$ cat config.mk
export PLATFORM = sky130hd
export DESIGN_NAME = i2c_master_transfer_sequencer
export DESIGN_NICKNAME = d
export VERILOG_FILES = /design/src/hdl/i2cmts_pkg.sv /design/src/hdl/i2c_master_transfer_sequencer.sv
export SDC_FILE = /design/constraint.sdc
export NUM_CORES = 1
export LEC_CHECK = 0
export BUFFER_PORTS_ARGS = -buffer_cell sky130_fd_sc_hd__buf_2
export CORE_MARGIN = 2
export CORE_UTILIZATION = 36
export CTS_BUF_LIST = sky130_fd_sc_hd__clkbuf_2 sky130_fd_sc_hd__clkbuf_4 sky130_fd_sc_hd__clkbuf_8
export DETAILED_ROUTE_END_ITERATION = 12
export PLACE_DENSITY = 0.6
export SYNTH_ARGS = -nofsm -noshare
export SYNTH_HDL_FRONTEND = slang
export SYNTH_SLANG_ARGS = --single-unit
export TNS_END_PERCENT = 5
$ cat constraint.sdc
create_clock -name clk -period 3.29 [get_ports clk]
set_clock_uncertainty 0.05 [all_clocks]
set_input_delay 0.658 -clock clk [delete_from_list [all_inputs] [get_ports clk]]
set_output_delay 0.658 -clock clk [all_outputs]
set_load 0.005 [all_outputs]
$ cat src/hdl/i2cmts_pkg.sv
`default_nettype none
// ----------------------------------------------------------------------------
// I2C master transfer sequencer package
// Event codes, sequencer state and result beat layout.
// ----------------------------------------------------------------------------
package i2cmts_pkg;

  localparam int unsigned OP_W      = 3;
  localparam int unsigned IN_DATA_W = 24;
  localparam int unsigned RES_W     = 46;
  localparam int unsigned OUT_DATA_W = 48;

  typedef enum logic [OP_W-1:0] {
    OP_START_WRITE = 3'd0,
    OP_START_READ  = 3'd1,
    OP_START_SENT  = 3'd2,
    OP_ADDR_SENT   = 3'd3,
    OP_BYTE_RX     = 3'd4,
    OP_TX_EMPTY    = 3'd5
  } op_t;

  typedef struct packed {
    logic       buffer_events_on;
    logic       ack_on;
    logic [7:0] rx_position;
    logic [7:0] tx_position;
    logic [7:0] rx_left;
    logic [7:0] tx_left;
    logic [7:0] address_byte;
  } seq_state_t;

  // last member sits in the lowest bits
  typedef struct packed {
    logic [7:0] bytes_remaining;
    logic       buffer_event_enable;
    logic       ack_enable;
    logic       stop_request;
    logic       start_request;
    logic [7:0] store_byte;
    logic [7:0] store_index;
    logic       store_valid;
    logic [7:0] tx_index;
    logic [7:0] send_byte;
    logic       send_valid;
  } result_t;

endpackage
`default_nettype wire

$ cat src/hdl/i2c_master_transfer_sequencer.sv
`default_nettype none
// ----------------------------------------------------------------------------
// I2C master transfer sequencer
// Steps one I2C master transfer per bus controller event beat.
// ----------------------------------------------------------------------------
// The result beat is registered and appears in the cycle after its event beat is accepted.
// One event per cycle while the result beat is not stalled; the result register frees as it is taken.
// The per-event decode and count update sit between input and result register.
// Reset (rst, synchronous): counts, positions and address clear, acknowledge
// on, buffer events off, no result pending.
module i2c_master_transfer_sequencer
  import i2cmts_pkg::*;
(
  input  wire logic                  clk,
  input  wire logic                  rst,
  input  wire logic                  s_axis_tvalid,
  output logic                       s_axis_tready,
  // tdata: slave_address[6:0], transfer_count[14:7], data_byte[22:15], zero pad
  input  wire logic [IN_DATA_W-1:0]  s_axis_tdata,
  // tuser: opcode[2:0]
  input  wire logic [OP_W-1:0]       s_axis_tuser,
  output logic                       m_axis_tvalid,
  input  wire logic                  m_axis_tready,
  // tdata: send_valid, send_byte, tx_index, store_valid, store_index, store_byte,
  // start_request, stop_request, ack_enable, buffer_event_enable,
  // bytes_remaining, zero pad
  output logic [OUT_DATA_W-1:0]      m_axis_tdata
);

  seq_state_t st;
  seq_state_t st_next;
  result_t    res;
  result_t    res_next;
  logic       in_accept;
  op_t        opcode;
  logic [6:0] slave_address;
  logic [7:0] transfer_count;
  logic [7:0] data_byte;
  logic [7:0] rx_dec;

  assign opcode         = op_t'(s_axis_tuser);
  assign slave_address  = s_axis_tdata[6:0];
  assign transfer_count = s_axis_tdata[14:7];
  assign data_byte      = s_axis_tdata[22:15];

  assign s_axis_tready = !m_axis_tvalid || m_axis_tready;
  assign in_accept     = s_axis_tvalid && s_axis_tready;
  assign m_axis_tdata  = {{(OUT_DATA_W-RES_W){1'b0}}, res};

  assign rx_dec = (st.rx_left != 8'd0) ? st.rx_left - 8'd1 : 8'd0;

  always_comb begin
    st_next  = st;
    res_next = '0;
    unique case (opcode)
      OP_START_WRITE: begin
        st_next.tx_left      = transfer_count;
        st_next.tx_position  = 8'd0;
        st_next.address_byte = {slave_address, 1'b0};
        st_next.ack_on       = 1'b1;
        res_next.start_request = 1'b1;
      end
      OP_START_READ: begin
        st_next.rx_left      = transfer_count;
        st_next.rx_position  = 8'd0;
        st_next.address_byte = {slave_address, 1'b1};
        st_next.ack_on       = 1'b1;
        res_next.start_request = 1'b1;
      end
      OP_START_SENT: begin
        res_next.send_valid = 1'b1;
        res_next.send_byte  = st.address_byte;
      end
      OP_ADDR_SENT: begin
        st_next.buffer_events_on = 1'b1;
        if (st.address_byte[0]) begin
          if (st.rx_left == 8'd1) begin
            st_next.ack_on        = 1'b0;
            res_next.stop_request = 1'b1;
          end
        end else begin
          res_next.send_valid = 1'b1;
          res_next.send_byte  = data_byte;
          res_next.tx_index   = st.tx_position;
          st_next.tx_position = st.tx_position + 8'd1;
          st_next.tx_left     = (st.tx_left != 8'd0) ? st.tx_left - 8'd1 : 8'd0;
        end
      end
      OP_BYTE_RX: begin
        res_next.store_valid = 1'b1;
        res_next.store_index = st.rx_position;
        res_next.store_byte  = data_byte;
        st_next.rx_position  = st.rx_position + 8'd1;
        st_next.rx_left      = rx_dec;
        if (rx_dec == 8'd1) begin
          st_next.ack_on        = 1'b0;
          res_next.stop_request = 1'b1;
        end else if (rx_dec == 8'd0) begin
          st_next.ack_on           = 1'b1;
          st_next.buffer_events_on = 1'b0;
        end
      end
      OP_TX_EMPTY: begin
        if (st.tx_left == 8'd0) begin
          res_next.stop_request    = 1'b1;
          st_next.buffer_events_on = 1'b0;
        end else begin
          res_next.send_valid = 1'b1;
          res_next.send_byte  = data_byte;
          res_next.tx_index   = st.tx_position;
          st_next.tx_position = st.tx_position + 8'd1;
          st_next.tx_left     = st.tx_left - 8'd1;
        end
      end
      default: begin
      end
    endcase
    res_next.ack_enable          = st_next.ack_on;
    res_next.buffer_event_enable = st_next.buffer_events_on;
    res_next.bytes_remaining     = st_next.address_byte[0] ? st_next.rx_left
                                                           : st_next.tx_left;
  end

  always_ff @(posedge clk) begin
    if (rst) begin
      st <= '{buffer_events_on: 1'b0,
              ack_on:           1'b1,
              rx_position:      8'd0,
              tx_position:      8'd0,
              rx_left:          8'd0,
              tx_left:          8'd0,
              address_byte:     8'd0};
      m_axis_tvalid       <= 1'b0;
    end else begin
      if (in_accept) begin
        st            <= st_next;
        m_axis_tvalid <= 1'b1;
      end else if (m_axis_tready) begin
        m_axis_tvalid <= 1'b0;
      end
    end
  end

  always_ff @(posedge clk) begin
    if (in_accept) begin
      res <= res_next;
    end
  end

`ifndef ASSERT_OFF
  a_stall_blocks_input: assert property (@(posedge clk) disable iff (rst)
    (m_axis_tvalid && !m_axis_tready) |-> !s_axis_tready)
    else $error("input taken while result beat stalled");

  a_accept_gives_result: assert property (@(posedge clk) disable iff (rst)
    in_accept |=> m_axis_tvalid)
    else $error("accepted event produced no result beat");

  a_start_stop_exclusive: assert property (@(posedge clk) disable iff (rst)
    m_axis_tvalid |-> !(res.start_request && res.stop_request))
    else $error("start and stop requested in one beat");

  a_send_store_exclusive: assert property (@(posedge clk) disable iff (rst)
    m_axis_tvalid |-> !(res.send_valid && res.store_valid))
    else $error("send and store in one beat");
`endif

endmodule
`default_nettype wire
======== Yosys cells after proc, flatten, opt, wreduce, memory -nomap -nowiden ========
Index checks and enable logic that the tools add are counted.
storage, ports and cells
  bits in registers ....................... 89
  latch bits .............................. 0
  memory bits (writable) .................. 0
  memory bits (read-only) ................. 0
  bits of input ports ..................... 31
  output and inout bits ................... 50
  logic and storage cells ................. 82
  memories ................................ 0
operators by class
  $add $sub $neg .......................... 4
  multipliers ............................. 0
  divide/modulo/power cells ............... 0
  magnitude comparators ................... 0
  equality and inequality tests ........... 9
  shifts and indexed selects .............. 0
  muxes and demuxes ....................... 33
  bitwise operators ....................... 0
  reductions and logical operators ........ 16
operator list
  cell                                              count
  one-hot mux 8 bit (2 select lines)                4
  2-to-1 mux 8 bit                                  7
  one-hot mux 8 bit (3 select lines)                2
  2-to-1 mux 17 bit                                 2
  one-hot mux 9 bit (3 select lines)                1
  adder 8 x 1 -> 8 bit, second input constant       2
  == test 8 x 1 -> 1 bit, second input constant     2
  logical NOT 8 bit                                 2
  nonzero test 8 bit                                2
  subtractor 8 x 1 -> 8 bit, second input constant  2
  2-to-1 mux 1 bit                                  13
  one-hot mux 1 bit (3 select lines)                3
  == test 3 x 2 -> 1 bit, second input constant     2
  == test 3 bit, second input constant              2
  nonzero test 2 bit                                3
  != test 2 bit, second input constant              2
  AND reduction 2 bit                               2
  AND reduction 4 bit                               1
  == test 3 x 1 -> 1 bit, second input constant     1
  logical NOT 3 bit                                 1
  nonzero test 3 bit                                1
  2-to-1 mux 2 bit                                  1
  OR reduction 2 bit                                1
  logical AND 1 bit                                 1
  other kinds (2)                                   2

======== Logic depth before layout (Yosys ltp) ========
  word-level depth ........................ 6
  gate-level depth with buffers ........... 10
  mapped depth without buffers ............ 10

======== Least setup slack after synthesis ========
OpenSTA, ideal clock, no wires.
  kind .................................... input-to-reg
  start point ............................. input port m_axis_tready
  end point ............................... register st[21] (netlist bit)
  setup time .............................. 0.073 ns
  data arrival time ....................... 2.947 ns
  required time ........................... 3.167 ns
  path slack .............................. 0.220 ns
  cell stages on the path ................. 6
  path buffers ............................ 1
  path through ............................ nand2b_1 > nand2_1 > inv_1 > clkbuf_1 > a22oi_1 > nor2_1
on the way
  cells in the longest elaborated chain, start to end .. 2
ends and longest elaborated chain
  what                  RTL line                              text
  start, declared       i2c_master_transfer_sequencer.sv:23   input wire logic m_axis_tready,
  logical OR 1 bit      i2c_master_transfer_sequencer.sv:46   assign s_axis_tready = !m_axis_tvalid || m_axis_tready;
  logical AND 1 bit     i2c_master_transfer_sequencer.sv:47   assign in_accept = s_axis_tvalid && s_axis_tready;
  via in_accept         i2c_master_transfer_sequencer.sv:34   logic in_accept;
  end signal, assigned  i2c_master_transfer_sequencer.sv:126  st <= '{buffer_events_on: 1'b0,
  end signal, assigned  i2c_master_transfer_sequencer.sv:136  st <= st_next;
  end, declared         i2c_master_transfer_sequencer.sv:30   seq_state_t st;
The timed path passes the listed nets, and every way through them passes these cells.
A chain may end at the register's enable or synchronous reset.

==> summary.txt <==
Outcome
  – Status: finished clean

Global route
  – Vias in the first global route: 3457
  – GRT Overall Usage: 16.9%
  – GRT overflow: 0
  – Antenna violations before repair: 0
  – First-pass GRT wire length: 17600 um
  – Largest net degree at the start of global routing: 33

Yosys
  – Post-Synthesis Cells: 469
  – Top-count cell post-synth: nor2_1
  – Sequential area share after synthesis: 50.1%
  – Number of flops mapped to enable cells by yosys: 46
  – Ys async rst share: 0%
  – #FFs+latches synth: 89
  – Mean Syn Cell Area: 9.55 um^2
  – Synth cell types: 66
  – Ranking of synthesized cells by area: edfxtp_1 31%, dfxtp_1 19%, nor2_1 4.2%, nand2_1 4.0%, a21oi_1 3.5%
  – Yosys warns: 0
  – Cell taking the most area after synthesis: edfxtp_1
  – Post-Syn Area: 4480 um^2
  – Top-area cell type share of the netlist area: 30.9%
  – Post-synth top flop: edfxtp_1
  – Commonest cells post-synth: 50 x nor2_1, 48 x nand2_1, 46 x edfxtp_1, 43 x dfxtp_1, 31 x a21oi_1

Finish
  – ANT cells: 0
  – Final cell count without fillers: 713
  – Final-stage net count: 578
  – Syn-to-layout area delta: 17.2%
  – Final Cell Area: 5250 um^2
  – Fraction of layout cells with a size suffix above 1: 21.7%

Setup path
  – CP startpoint kind: flip-flop
  – Crit-path max cell delay: 0.55 ns
  – Crit path capture type: flip-flop
  – Worst Path Arrival: 2.90 ns
  – Crit-path cells: inv_1 -> ha_1 -> or4b_1 -> a311oi_2 -> nor4b_4 -> o21bai_1 -> a22o_1
  – CP Class: flip-flop to flip-flop
  – WP data required: 3.37 ns
  – Largest fanout on the critical path: 9
  – Worst path bufs/invs: 1
  – Cell family with most CP delay: simple AND/OR/NAND/NOR gates
  – Slowest CP cell: or4b_1

Clock network
  – H-tree depth: 3
  – Root buffer cell: clkbuf_8
  – Clock sinks: 89
  – Buffer depth of the longest clock path: 2
  – Resized Gates After CTS: 0
  – CTS tree: yes
  – Clock latency on the worst-skew pair: 0.37 ns
  – Hold buffers post-CTS: 0
  – Reg clk slew, reported paths: 0.10 ns
  – Cts bufs inserted: 9
  – Setup Buffers After CTS: 0

Pwr
  – Switching Share: 27.7%
  – Clk pwr share: 32.9%
  – Cell Pwr Density: 458 nW/um^2
  – Leak: 2.09 nW
  – Total power: 2.40 mW
  – Gate power share: 14.6%
  – Sequential Power Share: 52.5%
  – Pint: 1.74 mW
  – P_sw: 664 uW
  – Peak supply drop: 0.182 mV

Place
  – RePlAce Congestion: 0.866
  – Placed cell area: 5040 um^2
  – DP Cell Count: 697
  – IO Port Bufs: 77
  – DPL Wire Length: 7860 um

Timing
  – Final worst path period need: 2.81 ns
  – Final setup violating endpoints: 0
  – Worst Tran Pin Value: 0.656 ns
  – Max_slew headroom: 56.3%
  – Final Hold Viols: 0
  – Post-route clock period utilization: 85.5%
  – Slew Viols, Final: 0
  – RSZ-0062 raised after global routing: no
  – Fmax: 355 MHz
  – Setup TNS: 0 ns

Routing
  – Vias per cell: 5.25
  – DRC violations left: 0
  – Initial DRT Pass Iterations: 5
  – Drt total wl: 11200 um
  – ANT nets after route: 0
  – Initial DRC Count: 268
  – Routed vias: 3746
  – WL/cell: 15.8 um

Die
  – Core Rows: 40
  – Die area: 13300 um^2
  – Starting Density: 37.1%
  – Die width: 116 um
  – Top-Level Pins: 81
  – Core Region: 12100 um^2
  – Die Height: 116 um

Worst hold path
  – Min-Delay Path Class: flip-flop to flip-flop

Flow run
  – Max-Cap Viols: 0
[worst min-delay path, stage by stage, from the launching register on]
cell	delay, ns
dfxtp_1	0.32
nand2_1	0.05
a21oi_1	0.05
[final cells by class]
type	count	area, um^2
clock inverter	6	73.8
sequential	89	2240
clock buffer	10	131
fill	1181	6820
multi-input combinational	336	2050
timing repair buffer	91	490
tap	168	210
inverter	13	48.8
[metrics by stage]
stage          hold WS, ns  setup WS (ns)  util, %
2_1_floorplan        0.382          0.220        -
3_3_place_gp         0.387          0.531     41.8
3_5_place_dp         0.392          0.477     41.8
4_1_cts              0.406          0.477     43.5
5_1_grt              0.421          0.350     43.5
6_report             0.405          0.476     43.5
[layer usage]
metal	track usage (%)	part of all wire (%)	wire length (um)	up-vias
li1	-	-	-	1830
met1	23.6	47	5340	1746
met2	26.0	44	4940	148
met3	3.50	6.4	715	22
met4	6.59	2.3	257	0
met5	0	0	0	-
[state kept, by name, indices dropped and copies added (netlist names)]
name / flops
st: 42
m_axis_tdata: 46
m_axis_tvalid: 1
[final timing paths]
| check | from | endpoint | slack, ns | depth (start not counted) |
|---|---|---|---|---|
| setup / recovery | st[17] | m_axis_tdata[36] | 0.48 | 7 |
| hold / removal | st[4] | st[4] | 0.40 | 2 |
| setup reg to reg | st[17] | m_axis_tdata[36] | 0.48 | 7 |
| hold reg to reg | st[4] | st[4] | 0.40 | 2 |
[logic make-up after synthesis]
| logic type | Yosys count | share of synthesized area (%) |
|---|---|---|
| AND/OR/NAND/NOR | 190 | 21.7 |
| XOR/XNOR | 21 | 4.11 |
| multiplexers | 6 | 1.37 |
| flip-flops | 89 | 50.1 |
| buffers and inverters | 45 | 4.25 |
| adder cells (fa/ha/maj) | 7 | 1.96 |
| AO/OA/AOI/OAI | 110 | 16.4 |
| other | 1 | 0.0838 |
[power groups by stage]
| stage | logic (mW) | clock network [mW] | registers [mW] |
|---|---|---|---|
| 3_3_place_gp | 0.338 | 0 | 1.28 |
| 2_1_floorplan | 0.217 | 0 | 1.28 |
| 6_report | 0.350 | 0.790 | 1.26 |
| 5_1_grt | 0.388 | 0.853 | 1.27 |
| 3_5_place_dp | 0.343 | 0 | 1.29 |
| 4_1_cts | 0.348 | 0.808 | 1.26 |
[placed cells by master, fill, tap and decap left out, drive strengths merged, types with 14 or more instances in the layout]
cell    netlist  final
o21ai        20     20
edfxtp       46     46
nor2         50     50
xor2         14     14
and3         14     14
inv          13     16
and2         18     18
nand2        48     48
dfxtp        43     43
a21oi        31     31
buf           9     91
Power figures use the tool's default switching activity.
